===== src/vzd_pkg.sv =====
package vzd_pkg;

   localparam int unsigned WORD_W      = 64;
   localparam int unsigned BYTE_W      = 8;
   localparam int unsigned GROUP_W     = 7;
   localparam int unsigned CONT_BIT    = 7;
   localparam int unsigned COUNT_W     = 4;
   localparam int unsigned SHIFT_W     = 6;
   localparam logic [COUNT_W-1:0] LAST_GROUP = COUNT_W'(9);

   typedef enum logic [1:0] {
      STATUS_OK        = 2'd0,
      STATUS_DANGLING  = 2'd1,
      STATUS_TRUNCATED = 2'd2,
      STATUS_OVERLONG  = 2'd3
   } status_type;

   typedef struct packed {
      logic [BYTE_W-1:0] byte_value;
      logic              last_byte;
   } item_type;

   typedef struct packed {
      logic signed [WORD_W-1:0] point_x;
      logic signed [WORD_W-1:0] point_y;
      logic                     point_valid;
      logic                     blob_end;
      status_type               end_status;
   } result_type;

   function automatic logic [WORD_W-1:0] unzigzag(input logic [WORD_W-1:0] v);
      return (v >> 1) ^ {WORD_W{v[0]}};
   endfunction

endpackage


===== src/vzd_in_stage.sv =====
module vzd_in_stage (
   input  logic              clock,
   input  logic              reset,
   input  logic              req_valid,
   output logic              req_ready,
   input  vzd_pkg::item_type req_item,
   input  logic              advance,
   output logic              item_valid,
   output vzd_pkg::item_type item
);

   logic              valid_ff;
   logic              valid_in;
   vzd_pkg::item_type item_ff;
   logic              load;

   assign req_ready  = !valid_ff || advance;
   assign load       = req_valid && req_ready;
   assign item_valid = valid_ff;
   assign item       = item_ff;

   always_comb begin
      if (load) begin
         valid_in = 1'b1;
      end else if (advance) begin
         valid_in = 1'b0;
      end else begin
         valid_in = valid_ff;
      end
   end

   always_ff @(posedge clock) begin
      if (reset) begin
         valid_ff <= 1'b0;
      end else begin
         valid_ff <= valid_in;
      end
   end

   always_ff @(posedge clock) begin
      if (load) begin
         item_ff <= req_item;
      end
   end

endmodule


===== src/vzd_core.sv =====
module vzd_core (
   input  logic                clock,
   input  logic                reset,
   input  logic                fire,
   input  vzd_pkg::item_type   item,
   output logic                has_result,
   output vzd_pkg::result_type result
);

   logic [vzd_pkg::WORD_W-1:0]  accum_ff, accum_in;
   logic [vzd_pkg::COUNT_W-1:0] count_ff, count_in;
   logic                        expect_y_ff, expect_y_in;
   logic [vzd_pkg::WORD_W-1:0]  held_dx_ff, held_dx_in;
   logic [vzd_pkg::WORD_W-1:0]  sum_x_ff, sum_x_in;
   logic [vzd_pkg::WORD_W-1:0]  sum_y_ff, sum_y_in;
   vzd_pkg::status_type         error_ff, error_in;

   logic [vzd_pkg::SHIFT_W-1:0] shamt;
   logic [6:0]                  shift_full;
   logic [vzd_pkg::WORD_W-1:0]  accum_or;
   logic [vzd_pkg::WORD_W-1:0]  delta;
   logic                        point;
   logic                        open;

   assign shift_full = 7'(count_ff) * 7'(vzd_pkg::GROUP_W);
   assign shamt      = shift_full[vzd_pkg::SHIFT_W-1:0];
   assign accum_or   = accum_ff
                     | (vzd_pkg::WORD_W'(item.byte_value[vzd_pkg::GROUP_W-1:0]) << shamt);
   assign delta      = vzd_pkg::unzigzag(accum_or);

   always_comb begin
      accum_in    = accum_ff;
      count_in    = count_ff;
      expect_y_in = expect_y_ff;
      held_dx_in  = held_dx_ff;
      sum_x_in    = sum_x_ff;
      sum_y_in    = sum_y_ff;
      error_in    = error_ff;
      point       = 1'b0;
      open        = 1'b0;
      if (error_ff == vzd_pkg::STATUS_OK) begin
         if (item.byte_value[vzd_pkg::CONT_BIT]) begin
            accum_in = accum_or;
            if (count_ff == vzd_pkg::LAST_GROUP) begin
               error_in = vzd_pkg::STATUS_OVERLONG;
            end else begin
               count_in = count_ff + vzd_pkg::COUNT_W'(1);
               open     = 1'b1;
            end
         end else begin
            accum_in = '0;
            count_in = '0;
            if (!expect_y_ff) begin
               held_dx_in  = delta;
               expect_y_in = 1'b1;
            end else begin
               sum_x_in    = sum_x_ff + held_dx_ff;
               sum_y_in    = sum_y_ff + delta;
               held_dx_in  = '0;
               expect_y_in = 1'b0;
               point       = 1'b1;
            end
         end
      end
   end

   always_comb begin
      has_result         = point || item.last_byte;
      result.point_x     = point ? sum_x_in : '0;
      result.point_y     = point ? sum_y_in : '0;
      result.point_valid = point;
      result.blob_end    = item.last_byte;
      if (!item.last_byte) begin
         result.end_status = vzd_pkg::STATUS_OK;
      end else if (error_in != vzd_pkg::STATUS_OK) begin
         result.end_status = error_in;
      end else if (open) begin
         result.end_status = vzd_pkg::STATUS_TRUNCATED;
      end else if (expect_y_in) begin
         result.end_status = vzd_pkg::STATUS_DANGLING;
      end else begin
         result.end_status = vzd_pkg::STATUS_OK;
      end
   end

   always_ff @(posedge clock) begin
      if (reset) begin
         accum_ff    <= '0;
         count_ff    <= '0;
         expect_y_ff <= 1'b0;
         held_dx_ff  <= '0;
         sum_x_ff    <= '0;
         sum_y_ff    <= '0;
         error_ff    <= vzd_pkg::STATUS_OK;
      end else if (fire) begin
         if (item.last_byte) begin
            accum_ff    <= '0;
            count_ff    <= '0;
            expect_y_ff <= 1'b0;
            held_dx_ff  <= '0;
            sum_x_ff    <= '0;
            sum_y_ff    <= '0;
            error_ff    <= vzd_pkg::STATUS_OK;
         end else begin
            accum_ff    <= accum_in;
            count_ff    <= count_in;
            expect_y_ff <= expect_y_in;
            held_dx_ff  <= held_dx_in;
            sum_x_ff    <= sum_x_in;
            sum_y_ff    <= sum_y_in;
            error_ff    <= error_in;
         end
      end
   end

   count_in_range: assert property (@(posedge clock) disable iff (reset)
      count_ff <= vzd_pkg::LAST_GROUP)
      else $error("varint byte count past limit");

   error_stops_count: assert property (@(posedge clock) disable iff (reset)
      (error_ff != vzd_pkg::STATUS_OK) && !(fire && item.last_byte)
      |=> $stable(count_ff) && $stable(sum_x_ff))
      else $error("state moved after error");

endmodule


===== src/vzd_out_stage.sv =====
module vzd_out_stage (
   input  logic                clock,
   input  logic                reset,
   input  logic                load,
   input  vzd_pkg::result_type result,
   output logic                space,
   output logic                rsp_valid,
   input  logic                rsp_ready,
   output vzd_pkg::result_type rsp_result
);

   logic                valid_ff;
   logic                valid_in;
   vzd_pkg::result_type result_ff;

   assign space      = !valid_ff || rsp_ready;
   assign rsp_valid  = valid_ff;
   assign rsp_result = result_ff;

   always_comb begin
      if (load) begin
         valid_in = 1'b1;
      end else if (rsp_ready) begin
         valid_in = 1'b0;
      end else begin
         valid_in = valid_ff;
      end
   end

   always_ff @(posedge clock) begin
      if (reset) begin
         valid_ff <= 1'b0;
      end else begin
         valid_ff <= valid_in;
      end
   end

   always_ff @(posedge clock) begin
      if (load) begin
         result_ff <= result;
      end
   end

   no_point_zero: assert property (@(posedge clock) disable iff (reset)
      valid_ff && !result_ff.point_valid
      |-> result_ff.point_x == '0 && result_ff.point_y == '0)
      else $error("point fields set without point");

   status_only_at_end: assert property (@(posedge clock) disable iff (reset)
      valid_ff && !result_ff.blob_end |-> result_ff.end_status == vzd_pkg::STATUS_OK)
      else $error("status on word that is not blob end");

   error_no_point: assert property (@(posedge clock) disable iff (reset)
      valid_ff && result_ff.end_status != vzd_pkg::STATUS_OK |-> !result_ff.point_valid)
      else $error("point given with error status");

   no_overrun: assert property (@(posedge clock) disable iff (reset)
      load |-> space)
      else $error("result register overwritten");

endmodule


===== src/varint_zigzag_delta_point_decoder_unit.sv =====
// Channel   Ports                                   Direction  Word
// req       req_valid/req_ready, req_byte_value,   in         one blob byte
//           req_last_byte
// rsp       rsp_valid/rsp_ready, rsp_point_*,      out        point and/or end status
//           rsp_blob_end, rsp_end_status
//
// One byte per cycle while no result stalls; a result is registered before it is offered.
// Latency is set by the input register and the result register around the decode logic.
// Reset clears blob state and both stage valids; the decoder then waits for a new blob.
// A stalled result holds the byte in the input register; bytes with no result still pass.
module varint_zigzag_delta_point_decoder_unit (
   input  logic        clock,
   input  logic        reset,
   input  logic        req_valid,
   output logic        req_ready,
   input  logic [7:0]  req_byte_value,
   input  logic        req_last_byte,
   output logic        rsp_valid,
   input  logic        rsp_ready,
   output logic signed [63:0] rsp_point_x,
   output logic signed [63:0] rsp_point_y,
   output logic        rsp_point_valid,
   output logic        rsp_blob_end,
   output logic [1:0]  rsp_end_status
);

   vzd_pkg::item_type   req_item;
   vzd_pkg::item_type   item;
   logic                item_valid;
   logic                advance;
   logic                has_result;
   logic                space;
   vzd_pkg::result_type result;
   vzd_pkg::result_type rsp_result;

   assign req_item.byte_value = req_byte_value;
   assign req_item.last_byte  = req_last_byte;
   assign advance = item_valid && (!has_result || space);

   vzd_in_stage u_in_stage (
      .clock      (clock),
      .reset      (reset),
      .req_valid  (req_valid),
      .req_ready  (req_ready),
      .req_item   (req_item),
      .advance    (advance),
      .item_valid (item_valid),
      .item       (item)
   );

   vzd_core u_core (
      .clock      (clock),
      .reset      (reset),
      .fire       (advance),
      .item       (item),
      .has_result (has_result),
      .result     (result)
   );

   vzd_out_stage u_out_stage (
      .clock      (clock),
      .reset      (reset),
      .load       (advance && has_result),
      .result     (result),
      .space      (space),
      .rsp_valid  (rsp_valid),
      .rsp_ready  (rsp_ready),
      .rsp_result (rsp_result)
   );

   assign rsp_point_x     = rsp_result.point_x;
   assign rsp_point_y     = rsp_result.point_y;
   assign rsp_point_valid = rsp_result.point_valid;
   assign rsp_blob_end    = rsp_result.blob_end;
   assign rsp_end_status  = rsp_result.end_status;

endmodule

===== config.mk =====
export PLATFORM = sky130hd
export DESIGN_NAME = varint_zigzag_delta_point_decoder_unit
export DESIGN_NICKNAME = d
export VERILOG_FILES = /design/src/vzd_pkg.sv /design/src/vzd_in_stage.sv /design/src/vzd_core.sv /design/src/vzd_out_stage.sv /design/src/varint_zigzag_delta_point_decoder_unit.sv
export SDC_FILE = /design/constraint.sdc
export NUM_CORES = 1
export LEC_CHECK = 0
export ABC_AREA = 1
export BUFFER_PORTS_ARGS = -buffer_cell sky130_fd_sc_hd__buf_2
export CAP_MARGIN = 5
export CORE_AREA = 5 5 349 351
export CTS_BUF_LIST = sky130_fd_sc_hd__clkbuf_16
export DETAILED_ROUTE_END_ITERATION = 7
export DIE_AREA = 0 0 354 356
export PLACE_DENSITY = 0.41
export SYNTH_ARGS = -nofsm -noshare
export SYNTH_HDL_FRONTEND = slang
export SYNTH_SLANG_ARGS = --single-unit

===== constraint.sdc =====
create_clock -name clock -period 4.4 [get_ports clock]
set_input_delay 0.22 -clock clock [delete_from_list [all_inputs] [get_ports clock]]
set_output_delay 0.22 -clock clock [all_outputs]
set_load 0.005 [all_outputs]

==> results_dict.tcl <==
set metrics [dict create \
    crit_arrival_ns 5.18 \
    vias_per_cell 4.456 \
    violations "negative setup slack" \
    final_nets 5559 \
    grt_max_degree 128 \
    synthAdderAreaFrac_pct 6.422 \
    grt_pass1_wl_um 184700 \
    r2r_end "u_out_stage.rsp_result[52]$_SDFFCE_PN0P_" \
    clk_latency_ns 0.65 \
    final-setup-viol-count 117 \
    dieWidth_um 354 \
    hp-class "input port to flip-flop" \
    numCtsBuffers 51 \
    synth_top_cell_by_area "nand2_1" \
    cp-startpoint "u_core.count_ff[1]$_SDFFE_PP0P_" \
    synth_fp_nets 4944 \
    cap_viol_max_count 0 \
    synth_top_family_by_area "simple AND/OR/NAND/NOR gates" \
    wirelength_um 126000 \
    die_area_um2 126000 \
    antenna_found_initial 3 \
    period_share_pct 109.3 \
    synthTopCellsByArea "nand2_1 24%, dfxtp_1 18%, edfxtp_1 14%" \
    status "finished with violations" \
    synth_compound_area_share_pct 9.032 \
    hpwl_um 96970 \
    total_leakage_power_uw 0.01988 \
    tns_ns -29.26 \
    whs_path_depth 2 \
    syn2layout_area_growth_pct 43.45 \
    clkTransAtPathRegs_ns 0.06 \
    cts_buffer_depth 3 \
    cp_max_fo 9 \
    cts_max_level 2 \
    synth_edf_count 141 \
    crit_path_frequent_cell "nand2_2" \
    synth.most_common_cell "nand2_1" \
    synth_top_area_share_pct 24.27 \
    timing.final.ws_setup_ns -0.4074 \
    cp_slowest_cell "fa_2" \
    synth_xor_area_share_pct 2.055 \
    power_density_nw_per_um2 255.5 \
    reg2reg_from "u_core.count_ff[1]$_SDFFE_PP0P_" \
    r2r_cells 29 \
    gp_congestion 0.9032 \
    io_pins 147 \
    firstDrtPassIters 5 \
    antenna_cells 0 \
    io_buffers 146 \
    hold_ws_ns 0.07519 \
    fin_cells 6987 \
    yosys_register_bits 406 \
    rsz0062_at_grt "true" \
    r2r_slack_ns -0.41 \
    final_hold_viol_count 0 \
    worst_path_largest_cell_delay_ns 0.59 \
    hp-start "reset" \
    drcViolationCount 0 \
    synthCells 4784 \
    cts_root_buf "clkbuf_16" \
    timing_worst_setup_path_type "flip-flop to flip-flop" \
    dieHeight_um 356 \
    fin_worst_skew_ns 0.03037 \
    synth.cell_area_um2 29340 \
    avgSynthCellArea_um2 6.133 \
    grt_pass1_vias 30040 \
    worst_pin_slew_ns 1.027 \
    wl_per_cell_um 18.03 \
    hold_end "u_core.sum_y_ff[0]$_SDFFE_PP0P_" \
    max_freq_mhz 208.0 \
    synth_ff_type "dfxtp_1" \
    yosys.area_share.simple_pct 37.47 \
    initial_core_util_pct 24.72 \
    synth.distinct_cells 40 \
    grt_usage_pct 19.25 \
    async_reset_ff_share_pct 0 \
    cts_tree "built" \
    drive_gt1_share_pct 31.09 \
    dp_worst_setup_slack_ns -1.173 \
    core_um2 118700 \
    placed_cells 6813 \
    critPathLaunchType "flip-flop" \
    slew_headroom_pct 31.50 \
    drv_slew 0 \
    row_count 127 \
    cts.sinks 406 \
    synth_mux_area_share_pct 0.1365 \
    ys_seq_area_share_pct 32.51 \
    ir_drop_v 0.0002440 \
    num_vias 31130 \
    grt_overflow 0 \
    yosysWarningCount 0 \
    endpoint_kind "flip-flop" \
    ant_nets 0 \
    synth_common_cells "1897 x nand2_1, 809 x inv_1, 377 x nor2_1" \
    drt_iter0_markers 1717 \
    post-route-min-period_ns 4.807 \
    required_ns 4.78 \
]
==> where the power goes <==
group	leakage, uW	switching [uW]	internal [uW]
sequential	0.00335	44.9	3950
clock	0.000817	1840	2300
combinational	0.0157	1420	1200
total	0.0199	3310	7450
==> routing by layer <==
layer	GRT usage [%]	routed length [um]	vias to the layer above
met5	0	10	-
li1	-	-	16000
met2	32.98	59000	463
met1	25.43	59020	14510
met3	2.165	3887	162
met4	6.065	4056	2
==> state kept, by name, summed over array words and instances (netlist names) <==
| register | flops |
|---|---|
| u_core.sum_x_ff | 64 |
| u_out_stage.rsp_result | 132 |
| u_in_stage.item_valid | 1 |
| u_core.error_ff | 2 |
| u_core.accum_ff | 64 |
| u_core.held_dx_ff | 64 |
| u_core.sum_y_ff | 64 |
| u_core.count_ff | 4 |
| u_out_stage.rsp_valid | 1 |
| u_core.expect_y_ff | 1 |
| u_in_stage.item | 9 |
==> worst max path at each step <==
| stage | end | slack (ns) | cells after the start |
|---|---|---|---|
| global placement | u_out_stage.rsp_result[52]$_SDFFCE_PN0P_ | -1.17 | 29 |
| CTS | u_out_stage.rsp_result[62]$_SDFFCE_PN0P_ | -0.46 | 32 |
| floorplan | u_out_stage.rsp_result[28]$_SDFFCE_PN0P_ | 0.04 | 26 |
| detailed placement | u_out_stage.rsp_result[52]$_SDFFCE_PN0P_ | -1.17 | 29 |
| finish | u_out_stage.rsp_result[52]$_SDFFCE_PN0P_ | -0.41 | 29 |
| global route | u_out_stage.rsp_result[65]$_SDFFCE_PN0P_ | -0.60 | 31 |
==> worst max-delay path, delay by kind of cell (launching register included) <==
family                     cells  cell delay (ns)
AOI/OAI and AO/OA              2             0.42
xor gates and xnor gates       1             0.14
adders and majority gates      3             1.46
buffers and inverters         11             1.21
DFF                            1             0.32
and+or+nand+nor               12             0.99
==> cells in the final DEF (no fill, tap or decap), types with 76 or more instances in the layout <==
cell type	count
dfxtp_1	262
nor2_1	275
inv_2	76
nand3_1	179
edfxtp_1	141
inv_1	738
nand2_1	1549
buf_4	436
nand2_4	76
a21oi_1	232
nand2_2	268
buf_2	145
ha_1	79
==> metrics by stage <==
step           total power (uW)  cell area [um^2]  util (%)
5_1_grt                   11210             42090     35.46
6_report                  10760             42090     35.46
2_1_floorplan              4875             29400         -
3_5_place_dp               5905             35240     29.68
3_3_place_gp               5913             35240     29.68
4_1_cts                   10470             39010     32.86
==> cell families after synthesis <==
kind of cell	count (synthesis)
buffers and inverters	950
multiplexers	4
adder cells (fa/ha/maj)	147
flip-flops	406
XOR/XNOR	68
AND/OR/NAND/NOR	2711
AO/OA/AOI/OAI	498
==> area by class of cell <==
cell class / instances / area, um^2
Timing Repair Buffer: 697 / 5543
Inverter: 815 / 3103
Clock inverter: 40 / 264.0
Tap cell: 1548 / 1937
Sequential cell: 406 / 9543
Multi-Input combinational cell: 3428 / 20370
Clock buffer: 53 / 1326
Fill cell: 12900 / 76610
==> what timing repair did <==
item,in CTS,in global routing
hold buffers,12,0
pin swaps,70,271
cloned,1,3
setup endpoints to repair,123,124
buffers inserted,31,41
gates resized for setup,451,752
endpoints found under the hold margin,11,0
Note: power is estimated with default switching activity, not from simulation.
